File: src/design/ccsc_pkg.sv
// ---------------------------------------------------------------------------
// ccsc_pkg
// Shared types and constants of the coin credit session controller.
// ---------------------------------------------------------------------------
`default_nettype none

package ccsc_pkg;

  localparam int KEY_COUNT    = 10;
  localparam int TIME_BITS    = 32;
  localparam int WAIT_BITS    = 8;
  localparam int CREDIT_BITS  = 16;
  localparam int COUNT_BITS   = 16;
  localparam int MS_PER_MINUTE = 60000;
  localparam int IDLE_MIN_BITS = 5;
  localparam int IDLE_MAX_MINUTES = (1 << IDLE_MIN_BITS) - 1;
  localparam int IDLE_LIMIT_BITS = $clog2(IDLE_MAX_MINUTES * MS_PER_MINUTE + 1);

  localparam logic [CREDIT_BITS-1:0] CREDIT_MAX = {CREDIT_BITS{1'b1}};

  // Key positions
  localparam int KEY_ACCEPTOR  = 0;
  localparam int KEY_START_ONE = 1;
  localparam int KEY_TRIG_ONE  = 2;
  localparam int KEY_RELOAD_ONE = 3;
  localparam int KEY_START_TWO = 4;
  localparam int KEY_TRIG_TWO  = 5;
  localparam int KEY_RELOAD_TWO = 6;

  // Reset values of the configuration registers
  localparam logic                     COIN_POL_RESET     = 1'b0;
  localparam logic [IDLE_MIN_BITS-1:0] IDLE_MINUTES_RESET = 5'd5;
  localparam logic [WAIT_BITS-1:0]     NORMAL_WAIT_RESET  = 8'd18;
  localparam logic [WAIT_BITS-1:0]     TRIGGER_WAIT_RESET = 8'd8;

  typedef enum logic [1:0] {
    KIND_SAMPLE  = 2'd0,
    KIND_OFF_ONE = 2'd1,
    KIND_OFF_TWO = 2'd2
  } kind_t;

  typedef enum logic [1:0] {
    REG_COIN_POLARITY = 2'd0,
    REG_IDLE_MINUTES  = 2'd1,
    REG_NORMAL_WAIT   = 2'd2,
    REG_TRIGGER_WAIT  = 2'd3
  } cfg_reg_t;

  typedef struct packed {
    logic [KEY_COUNT-1:0] states;
    logic [KEY_COUNT-1:0] changes;
  } key_report_t;

  typedef struct packed {
    logic [CREDIT_BITS-1:0] credits;
    logic [1:0]             active;
  } session_report_t;

  function automatic logic [IDLE_LIMIT_BITS-1:0] idle_limit_of(
    input logic [IDLE_MIN_BITS-1:0] minutes
  );
    logic [IDLE_LIMIT_BITS-1:0] prod;
    prod = IDLE_LIMIT_BITS'(minutes) * IDLE_LIMIT_BITS'(MS_PER_MINUTE);
    return prod;
  endfunction

endpackage

`default_nettype wire

File: src/design/ccsc_debounce.sv
// ---------------------------------------------------------------------------
// ccsc_debounce
// Ten parallel key debouncers timed by the sample timestamps.
// ---------------------------------------------------------------------------
`default_nettype none

module ccsc_debounce (
  input  wire logic                                clk,
  input  wire logic                                rst,
  input  wire logic                                step,
  input  wire logic                                sample,
  input  wire logic [ccsc_pkg::KEY_COUNT-1:0]      active,
  input  wire logic [ccsc_pkg::TIME_BITS-1:0]      now,
  input  wire logic [ccsc_pkg::WAIT_BITS-1:0]      normal_wait,
  input  wire logic [ccsc_pkg::WAIT_BITS-1:0]      trigger_wait,
  output ccsc_pkg::key_report_t                    report
);

  logic [ccsc_pkg::KEY_COUNT-1:0] started;
  logic [ccsc_pkg::KEY_COUNT-1:0] raw;
  logic [ccsc_pkg::KEY_COUNT-1:0] stable;
  logic [ccsc_pkg::KEY_COUNT-1:0] stable_next;
  logic [ccsc_pkg::TIME_BITS-1:0] change_time      [ccsc_pkg::KEY_COUNT];
  logic [ccsc_pkg::TIME_BITS-1:0] change_time_next [ccsc_pkg::KEY_COUNT];
  logic [ccsc_pkg::TIME_BITS-1:0] elapsed          [ccsc_pkg::KEY_COUNT];
  logic [ccsc_pkg::WAIT_BITS-1:0] wait_ms          [ccsc_pkg::KEY_COUNT];

  always_comb begin
    for (int i = 0; i < ccsc_pkg::KEY_COUNT; i++) begin
      wait_ms[i] = (i == ccsc_pkg::KEY_TRIG_ONE || i == ccsc_pkg::KEY_TRIG_TWO) ?
                   trigger_wait : normal_wait;
      // restart the timer on the first sample or whenever the raw level moves
      change_time_next[i] = (!started[i] || (raw[i] != active[i])) ? now : change_time[i];
      elapsed[i] = now - change_time_next[i];
      if (!started[i]) begin
        stable_next[i] = active[i];
      end else if (elapsed[i] >= ccsc_pkg::TIME_BITS'(wait_ms[i])) begin
        stable_next[i] = active[i];
      end else begin
        stable_next[i] = stable[i];
      end
    end
  end

  always_ff @(posedge clk) begin
    if (rst) begin
      started <= '0;
      raw     <= '0;
      stable  <= '0;
    end else if (step && sample) begin
      started <= '1;
      raw     <= active;
      stable  <= stable_next;
    end
  end

  always_ff @(posedge clk) begin
    if (step && sample) begin
      for (int i = 0; i < ccsc_pkg::KEY_COUNT; i++) begin
        change_time[i] <= change_time_next[i];
      end
    end
  end

  assign report.states  = sample ? stable_next : stable;
  assign report.changes = sample ? (stable_next ^ stable) : '0;

endmodule

`default_nettype wire

File: src/design/ccsc_session.sv
// ---------------------------------------------------------------------------
// ccsc_session
// Credit counter, player sessions and idle timeouts.
// ---------------------------------------------------------------------------
`default_nettype none

module ccsc_session (
  input  wire logic                                  clk,
  input  wire logic                                  rst,
  input  wire logic                                  step,
  input  wire logic [1:0]                            kind,
  input  wire logic [ccsc_pkg::TIME_BITS-1:0]        now,
  input  wire logic [ccsc_pkg::KEY_COUNT-1:0]        keys,
  input  wire logic [ccsc_pkg::IDLE_LIMIT_BITS-1:0]  idle_limit,
  output ccsc_pkg::session_report_t                  report
);

  logic [2:0]                         prev_edge;
  logic [2:0]                         prev_edge_next;
  logic [ccsc_pkg::CREDIT_BITS-1:0]   credits;
  logic [ccsc_pkg::CREDIT_BITS-1:0]   credits_next;
  logic [1:0]                         active;
  logic [1:0]                         active_next;
  logic [ccsc_pkg::TIME_BITS-1:0]     last_time      [2];
  logic [ccsc_pkg::TIME_BITS-1:0]     last_time_next [2];
  logic [ccsc_pkg::TIME_BITS-1:0]     idle_for       [2];
  logic                               coin;
  logic                               start_one;
  logic                               start_two;

  assign coin      = keys[ccsc_pkg::KEY_ACCEPTOR];
  assign start_one = keys[ccsc_pkg::KEY_START_ONE];
  assign start_two = keys[ccsc_pkg::KEY_START_TWO];

  always_comb begin
    prev_edge_next    = prev_edge;
    credits_next      = credits;
    active_next       = active;
    last_time_next[0] = last_time[0];
    last_time_next[1] = last_time[1];
    idle_for[0]       = '0;
    idle_for[1]       = '0;
    unique case (kind)
      ccsc_pkg::KIND_SAMPLE: begin
        if (coin && !prev_edge[0] && credits_next != ccsc_pkg::CREDIT_MAX) begin
          credits_next = credits_next + 1'b1;
        end
        // player one is served before player two
        if (start_one && !prev_edge[1] && !active_next[0] && credits_next != '0) begin
          credits_next      = credits_next - 1'b1;
          active_next[0]    = 1'b1;
          last_time_next[0] = now;
        end
        if (start_two && !prev_edge[2] && !active_next[1] && credits_next != '0) begin
          credits_next      = credits_next - 1'b1;
          active_next[1]    = 1'b1;
          last_time_next[1] = now;
        end
        prev_edge_next = {start_two, start_one, coin};
        if (active_next[0] && (keys[ccsc_pkg::KEY_TRIG_ONE] ||
                               keys[ccsc_pkg::KEY_RELOAD_ONE])) begin
          last_time_next[0] = now;
        end
        if (active_next[1] && (keys[ccsc_pkg::KEY_TRIG_TWO] ||
                               keys[ccsc_pkg::KEY_RELOAD_TWO])) begin
          last_time_next[1] = now;
        end
        idle_for[0] = now - last_time_next[0];
        idle_for[1] = now - last_time_next[1];
        if (idle_limit != '0) begin
          if (idle_for[0] > ccsc_pkg::TIME_BITS'(idle_limit)) begin
            active_next[0] = 1'b0;
          end
          if (idle_for[1] > ccsc_pkg::TIME_BITS'(idle_limit)) begin
            active_next[1] = 1'b0;
          end
        end
      end
      ccsc_pkg::KIND_OFF_ONE: active_next[0] = 1'b0;
      ccsc_pkg::KIND_OFF_TWO: active_next[1] = 1'b0;
      default: ;
    endcase
  end

  always_ff @(posedge clk) begin
    if (rst) begin
      prev_edge    <= '0;
      credits      <= '0;
      active       <= '0;
      last_time[0] <= '0;
      last_time[1] <= '0;
    end else if (step) begin
      prev_edge    <= prev_edge_next;
      credits      <= credits_next;
      active       <= active_next;
      last_time[0] <= last_time_next[0];
      last_time[1] <= last_time_next[1];
    end
  end

  assign report.credits = credits_next;
  assign report.active  = active_next;

endmodule

`default_nettype wire

File: src/design/coin_credit_session_controller.sv
// ---------------------------------------------------------------------------
// coin_credit_session_controller
// Debounces ten arcade keys, counts coin credits and runs two player sessions.
// ---------------------------------------------------------------------------
//  channel  | direction | payload
//  ---------+-----------+----------------------------------------------------
//  s_*      | in        | tuser: kind; tdata: timestamp_ms, pin_levels
//  m_*      | out       | tdata: key states/changes, credits, actives, relays
//  cfg_*    | in        | cfg_index selects register, cfg_data carries value
//
//  Each item passes through the input register and then the result
//  register; one item per cycle is sustained while m_tready stays high.
//  All state (debouncers, credits, sessions) updates in the single step from
//  the input register to the result register.
//  A stall on m_tready fills the input register, then drops s_tready.
//  Reset clears all state and loads the default configuration.
// ---------------------------------------------------------------------------
`default_nettype none

module coin_credit_session_controller (
  input  wire logic        clk,
  input  wire logic        rst,
  input  wire logic        s_tvalid,
  output logic             s_tready,
  input  wire logic [47:0] s_tdata,   // [31:0] timestamp_ms, [41:32] pin_levels, zero pad
  input  wire logic [1:0]  s_tuser,   // [1:0] kind
  output logic             m_tvalid,
  input  wire logic        m_tready,
  output logic [39:0]      m_tdata,   // [9:0] key_states, [19:10] key_changes,
                                      // [35:20] credit_count, [36] player_one_active,
                                      // [37] player_two_active, [38] relay_one_level,
                                      // [39] relay_two_level
  input  wire logic        cfg_wvalid,
  output logic             cfg_wready,
  input  wire logic [1:0]  cfg_index,
  input  wire logic [7:0]  cfg_data
);

  logic                                    coin_pol;
  logic [ccsc_pkg::IDLE_LIMIT_BITS-1:0]    idle_limit;
  logic [ccsc_pkg::WAIT_BITS-1:0]          normal_wait;
  logic [ccsc_pkg::WAIT_BITS-1:0]          trigger_wait;

  logic                                    s1_valid;
  logic [1:0]                              s1_kind;
  logic [ccsc_pkg::TIME_BITS-1:0]          s1_time;
  logic [ccsc_pkg::KEY_COUNT-1:0]          s1_pins;
  logic                                    s1_advance;
  logic                                    s1_sample;
  logic [ccsc_pkg::KEY_COUNT-1:0]          key_active;

  ccsc_pkg::key_report_t                   keys;
  ccsc_pkg::session_report_t               sess;
  logic                                    relay_one;
  logic                                    relay_two;

  assign cfg_wready = 1'b1;

  always_ff @(posedge clk) begin
    if (rst) begin
      coin_pol     <= ccsc_pkg::COIN_POL_RESET;
      idle_limit   <= ccsc_pkg::idle_limit_of(ccsc_pkg::IDLE_MINUTES_RESET);
      normal_wait  <= ccsc_pkg::NORMAL_WAIT_RESET;
      trigger_wait <= ccsc_pkg::TRIGGER_WAIT_RESET;
    end else if (cfg_wvalid && cfg_wready) begin
      unique case (cfg_index)
        ccsc_pkg::REG_COIN_POLARITY: coin_pol     <= cfg_data[0];
        ccsc_pkg::REG_IDLE_MINUTES:  idle_limit   <=
          ccsc_pkg::idle_limit_of(cfg_data[ccsc_pkg::IDLE_MIN_BITS-1:0]);
        ccsc_pkg::REG_NORMAL_WAIT:   normal_wait  <= cfg_data;
        ccsc_pkg::REG_TRIGGER_WAIT:  trigger_wait <= cfg_data;
        default: ;
      endcase
    end
  end

  // input register advances whenever the result register is free or draining
  assign s1_advance = s1_valid && (!m_tvalid || m_tready);
  assign s_tready   = !s1_valid || s1_advance;

  always_ff @(posedge clk) begin
    if (rst) begin
      s1_valid <= 1'b0;
    end else if (s_tready) begin
      s1_valid <= s_tvalid;
    end
  end

  always_ff @(posedge clk) begin
    if (s_tvalid && s_tready) begin
      s1_kind <= s_tuser;
      s1_time <= s_tdata[31:0];
      s1_pins <= s_tdata[41:32];
    end
  end

  assign s1_sample = (s1_kind == ccsc_pkg::KIND_SAMPLE);

  // coin follows the polarity register, every other key is active low
  always_comb begin
    key_active = ~s1_pins;
    key_active[ccsc_pkg::KEY_ACCEPTOR] = s1_pins[ccsc_pkg::KEY_ACCEPTOR] ~^ coin_pol;
  end

  ccsc_debounce u_debounce (
    .clk          (clk),
    .rst          (rst),
    .step         (s1_advance),
    .sample       (s1_sample),
    .active       (key_active),
    .now          (s1_time),
    .normal_wait  (normal_wait),
    .trigger_wait (trigger_wait),
    .report       (keys)
  );

  ccsc_session u_session (
    .clk        (clk),
    .rst        (rst),
    .step       (s1_advance),
    .kind       (s1_kind),
    .now        (s1_time),
    .keys       (keys.states),
    .idle_limit (idle_limit),
    .report     (sess)
  );

  assign relay_one = ~((sess.active[0] & keys.states[ccsc_pkg::KEY_TRIG_ONE]) ^ coin_pol);
  assign relay_two = ~((sess.active[1] & keys.states[ccsc_pkg::KEY_TRIG_TWO]) ^ coin_pol);

  always_ff @(posedge clk) begin
    if (rst) begin
      m_tvalid <= 1'b0;
    end else if (!m_tvalid || m_tready) begin
      m_tvalid <= s1_valid;
    end
  end

  always_ff @(posedge clk) begin
    if (s1_advance) begin
      m_tdata <= {relay_two, relay_one, sess.active[1], sess.active[0],
                  ccsc_pkg::COUNT_BITS'(sess.credits), keys.changes, keys.states};
    end
  end

endmodule

`default_nettype wire

File: config.mk
export PLATFORM = sky130hd
export DESIGN_NAME = coin_credit_session_controller
export DESIGN_NICKNAME = d
export VERILOG_FILES = /design/src/design/ccsc_pkg.sv /design/src/design/ccsc_debounce.sv /design/src/design/ccsc_session.sv /design/src/design/coin_credit_session_controller.sv
export SDC_FILE = /design/constraint.sdc
export NUM_CORES = 2
export LEC_CHECK = 0
export ABC_CLOCK_PERIOD_IN_PS = 32100
export BUFFER_PORTS_ARGS = -buffer_cell sky130_fd_sc_hd__buf_2
export CAP_MARGIN = 20
export CELL_PAD_IN_SITES_DETAIL_PLACEMENT = 2
export CELL_PAD_IN_SITES_GLOBAL_PLACEMENT = 2
export CORE_MARGIN = 2
export CORE_UTILIZATION = 40
export CTS_CLUSTER_SIZE = 24
export DETAILED_ROUTE_END_ITERATION = 6
export PLACE_DENSITY_LB_ADDON = 0.12
export SLEW_MARGIN = 25
export SYNTH_ARGS = -nofsm -noshare
export SYNTH_HDL_FRONTEND = slang
export SYNTH_SLANG_ARGS = --single-unit
File: constraint.sdc
create_clock -name clk -period 32.1 [get_ports clk]
set_input_delay 6.42 -clock clk [delete_from_list [all_inputs] [get_ports clk]]
set_output_delay 6.42 -clock clk [all_outputs]
set_load 0.01 [all_outputs]
==> results.tsv <==
stage	metric	value	unit
outcome	outcome	complete, no violations	
power	P per Cell Area	46.56	mW/mm^2
cts	Clock Sinks	545	
final_layout	Fillers	13090	
placement	input/output buffers	100	
cts	CTS Buf Count	74	
worst_setup_path	critical path type	reg2reg	
final_layout	synth-to-layout area growth	10.55	%
worst_setup_path	slowest stage delay, CP	0.66	ns
timing	final worst slack	11.92	ns
final_layout	Post-Layout Inst Area	0.05310	sq mm
final_layout	final std cells w/o fill	7108	
routing	1st-iter DRT viols	2283	
timing	RSZ-0062 raised after global routing	false	
synthesis	Post-synth EDFFs	468	
worst_setup_path	Crit Reg-Reg Startpoint	coin_pol$_SDFFE_PP0P_	
floorplan	Die H	350.5	um
routing	WL final	176.4	mm
synthesis	top cell type's share of synthesized area	0.2926	
global_route	grt total ovfl	0	
routing	Final ANT Viol Nets	0	
power	total power	2.472	mW
placement	HPWL Detailed	125.3	mm
worst_setup_path	Worst Path Required	32.54	ns
placement	Placed Area	0.05052	sq mm
cts	CTS Hold Buffers Added	0	
synthesis	Seq cells post-synth	545	
synthesis	Cells after Synth	5349	
cts	clock-pin slew on the worst setup and hold paths	0.06	ns
floorplan	Initial Util	0.4020	
final_layout	Reg area	0.01560	sq mm
cts	H-tree Lvls	3	
worst_setup_path	critical path arrival	20.62	ns
global_route	number of global-route vias before repair	45370	
floorplan	# rows	127	
synthesis	Main synth FF type	edfxtp_1	
synthesis	largest cells by area after synthesis	edfxtp_1 (29%), ha_1 (13%), mux2i_1 (7.9%), inv_1 (4.3%), a21oi_1 (3.3%)	
cts	clock root cell	clkbuf_16	
floorplan	I/O pins	108	
final_layout	ANT cells	0	
global_route	initial antenna violation count	4	
synthesis	post-synth top area cell	edfxtp_1	
final_layout	share of cells above drive strength 1	0.07387	
timing	FMAX	0.04954	GHz
cts	cts repair resizes	0	
cts	clock latency on the worst-skew pair	0.66	ns
cts	clock buffer depth	3	
placement	Post-Place Cells	6976	
synthesis	Netlist cell types	108	
global_route	first-pass GRT wire length	273.2	mm
routing	DR pass1 iterations	5	
timing	fin crit share	0.6288	
synthesis	top-count cell post-synth	inv_1	
synthesis	commonest cells in the synthesized netlist	inv_1 (552), ha_1 (510), edfxtp_1 (468)	
timing	Fin. Hold Viols	0	
cts	Post-CTS Setup Inserts	0	
hold_path	Worst Hold Class	reg2reg	
final_layout	Layout Nets	6033	
floorplan	die width	350.5	um
worst_setup_path	CP Launch Point	coin_pol$_SDFFE_PP0P_	
final_layout	Multi-input gate area	0.02971	sq mm
synthesis	Yosys Warn Count	0	
routing	DRC Markers	0	
worst_setup_path	CP Launch Type	register	
final_layout	Core Util, Final	0.4444	
timing	Slew HR	0.2496	
synthesis	post-synthesis instance area	0.04804	sq mm
synthesis	Mapped Nets	5942	
routing	routed vias	42050	
floorplan	Core Area	0.1195	sq mm
placement	GP Congestion	0.8698	
timing	post-route setup TNS	0	ns
routing	Via density	5.915	
routing	DR WL/cell	24.82	um
synthesis	share of flip-flops with an asynchronous set or reset	0	
run	MaxCap Viol Count	0	
global_route	largest net degree at the start of global routing	72	
worst_setup_path	crit-path most repeated cell	o21ai_0	
cts	CTS tree	built	
synthesis	sequential fraction of the synthesis area	0.3246	
global_route	Tot GR Track Use	0.2853	
timing	# setup viols final	0	
worst_setup_path	cell at the slowest stage of the critical path	or4b_1	
power	Peak VDD IR	0.03501	mV
timing	worst slew pin tran	1.097	ns
hold_path	startpoint of the worst hold path	normal_wait[5]$_SDFFE_PP0P_	
worst_setup_path	crit end category	register	
power	Lkg Pwr	23.60	nW
timing	min cycle time layout	20.19	ns
floorplan	total die area	0.1229	sq mm
worst_setup_path	Max FO, Critical Path	32	
timing	fin. max-slew vios	0	
placement	pre-CTS setup slack	12.06	ns
synthesis	Syn Area/Cell	8.981	sq um
timing	Clock Skews	0.02868	ns
timing	final hold slack	0.4575	ns
-- power breakdown --
| part | internal, mW | total, mW | switching [mW] |
|---|---|---|---|
| clock | 0.558 | 0.912 | 0.354 |
| sequential | 0.795 | 0.807 | 0.0123 |
| combinational | 0.285 | 0.753 | 0.468 |
| total | 1.64 | 2.47 | 0.834 |
-- metal layers --
| layer | wire [um] | GRT usage | part of all wire |
|---|---|---|---|
| met1 | 80350 | 0.3700 | 0.46 |
| met2 | 84830 | 0.4974 | 0.48 |
| met3 | 5758 | 0.03229 | 0.033 |
| met4 | 5488 | 0.08330 | 0.031 |
| met5 | 0 | 0 | 0 |
-- final timing paths --
path / to / slack [ns] / depth (start not counted)
worst max-delay path: m_tdata[39]$_DFFE_PP_ / 11.92 / 71
worst min register to register: normal_wait[5]$_SDFFE_PP0P_ / 0.46 / 2
worst max register to register: m_tdata[39]$_DFFE_PP_ / 11.92 / 71
worst min-delay path: normal_wait[5]$_SDFFE_PP0P_ / 0.46 / 2
-- cell families after synthesis --
kind of cell | count (synthesis) | synth area share
flip-flops | 545 | 0.3246
AO/OA/AOI/OAI | 1314 | 0.1814
other | 1 | 0.00007806
AND/OR/NAND/NOR | 1573 | 0.1617
adder cells (fa/ha/maj) | 533 | 0.1414
multiplexers | 412 | 0.08676
XOR/XNOR | 250 | 0.04621
buffers and inverters | 721 | 0.05787
-- sequential cells by signal, indices dropped and copies added, names as in the netlist, 8 cells and up --
| name | count |
|---|---|
| trigger_wait | 8 |
| s1_pins | 10 |
| normal_wait | 8 |
| m_tdata | 40 |
| u_session.credits | 16 |
| u_debounce.raw | 10 |
| idle_limit | 16 |
| u_debounce.change_time | 320 |
| u_session.last_time | 64 |
| s1_time | 32 |
| u_debounce.stable | 10 |
-- worst max-delay path, delay by kind of cell, from the launching register on --
| family | cells | cell delay (ns) |
|---|---|---|
| AOI/OAI and AO/OA | 33 | 8.20 |
| xor gates and xnor gates | 4 | 1.33 |
| adders and majority gates | 7 | 2.21 |
| buffers and inverters | 3 | 0.77 |
| DFF | 1 | 0.58 |
| muxes | 3 | 1.01 |
| and+or+nand+nor | 21 | 5.71 |
-- final cells by class --
class | count | area share
multi-input cells | 4083 | 0.5594
clock buffers | 91 | 0.03805
well taps | 1612 | 0.03798
inverters | 552 | 0.03916
flip-flops and latches | 545 | 0.2937
repair buffers | 184 | 0.02130
clock inverters | 41 | 0.01041
-- placed cells by master, fill, tap and decap left out, types with 38 or more instances in the layout --
cell,count
nor2_1,415
o21ai_0,299
buf_2,100
nor3_1,124
a211oi_1,51
a21o_1,106
nand2_1,398
nor4_1,39
ha_1,510
buf_4,84
a21boi_0,54
or3_1,47
xnor2_1,160
a31oi_1,39
o21a_1,58
clkbuf_16,78
edfxtp_1,468
mux2i_1,380
nand4_1,38
and2_1,48
a21oi_1,312
o211ai_1,42
xor2_1,88
nor2b_1,71
nand3_1,106
inv_1,549
dfxtp_1,77
nand2b_1,108
and3_1,41
Note: power is estimated with default switching activity, not from simulation.
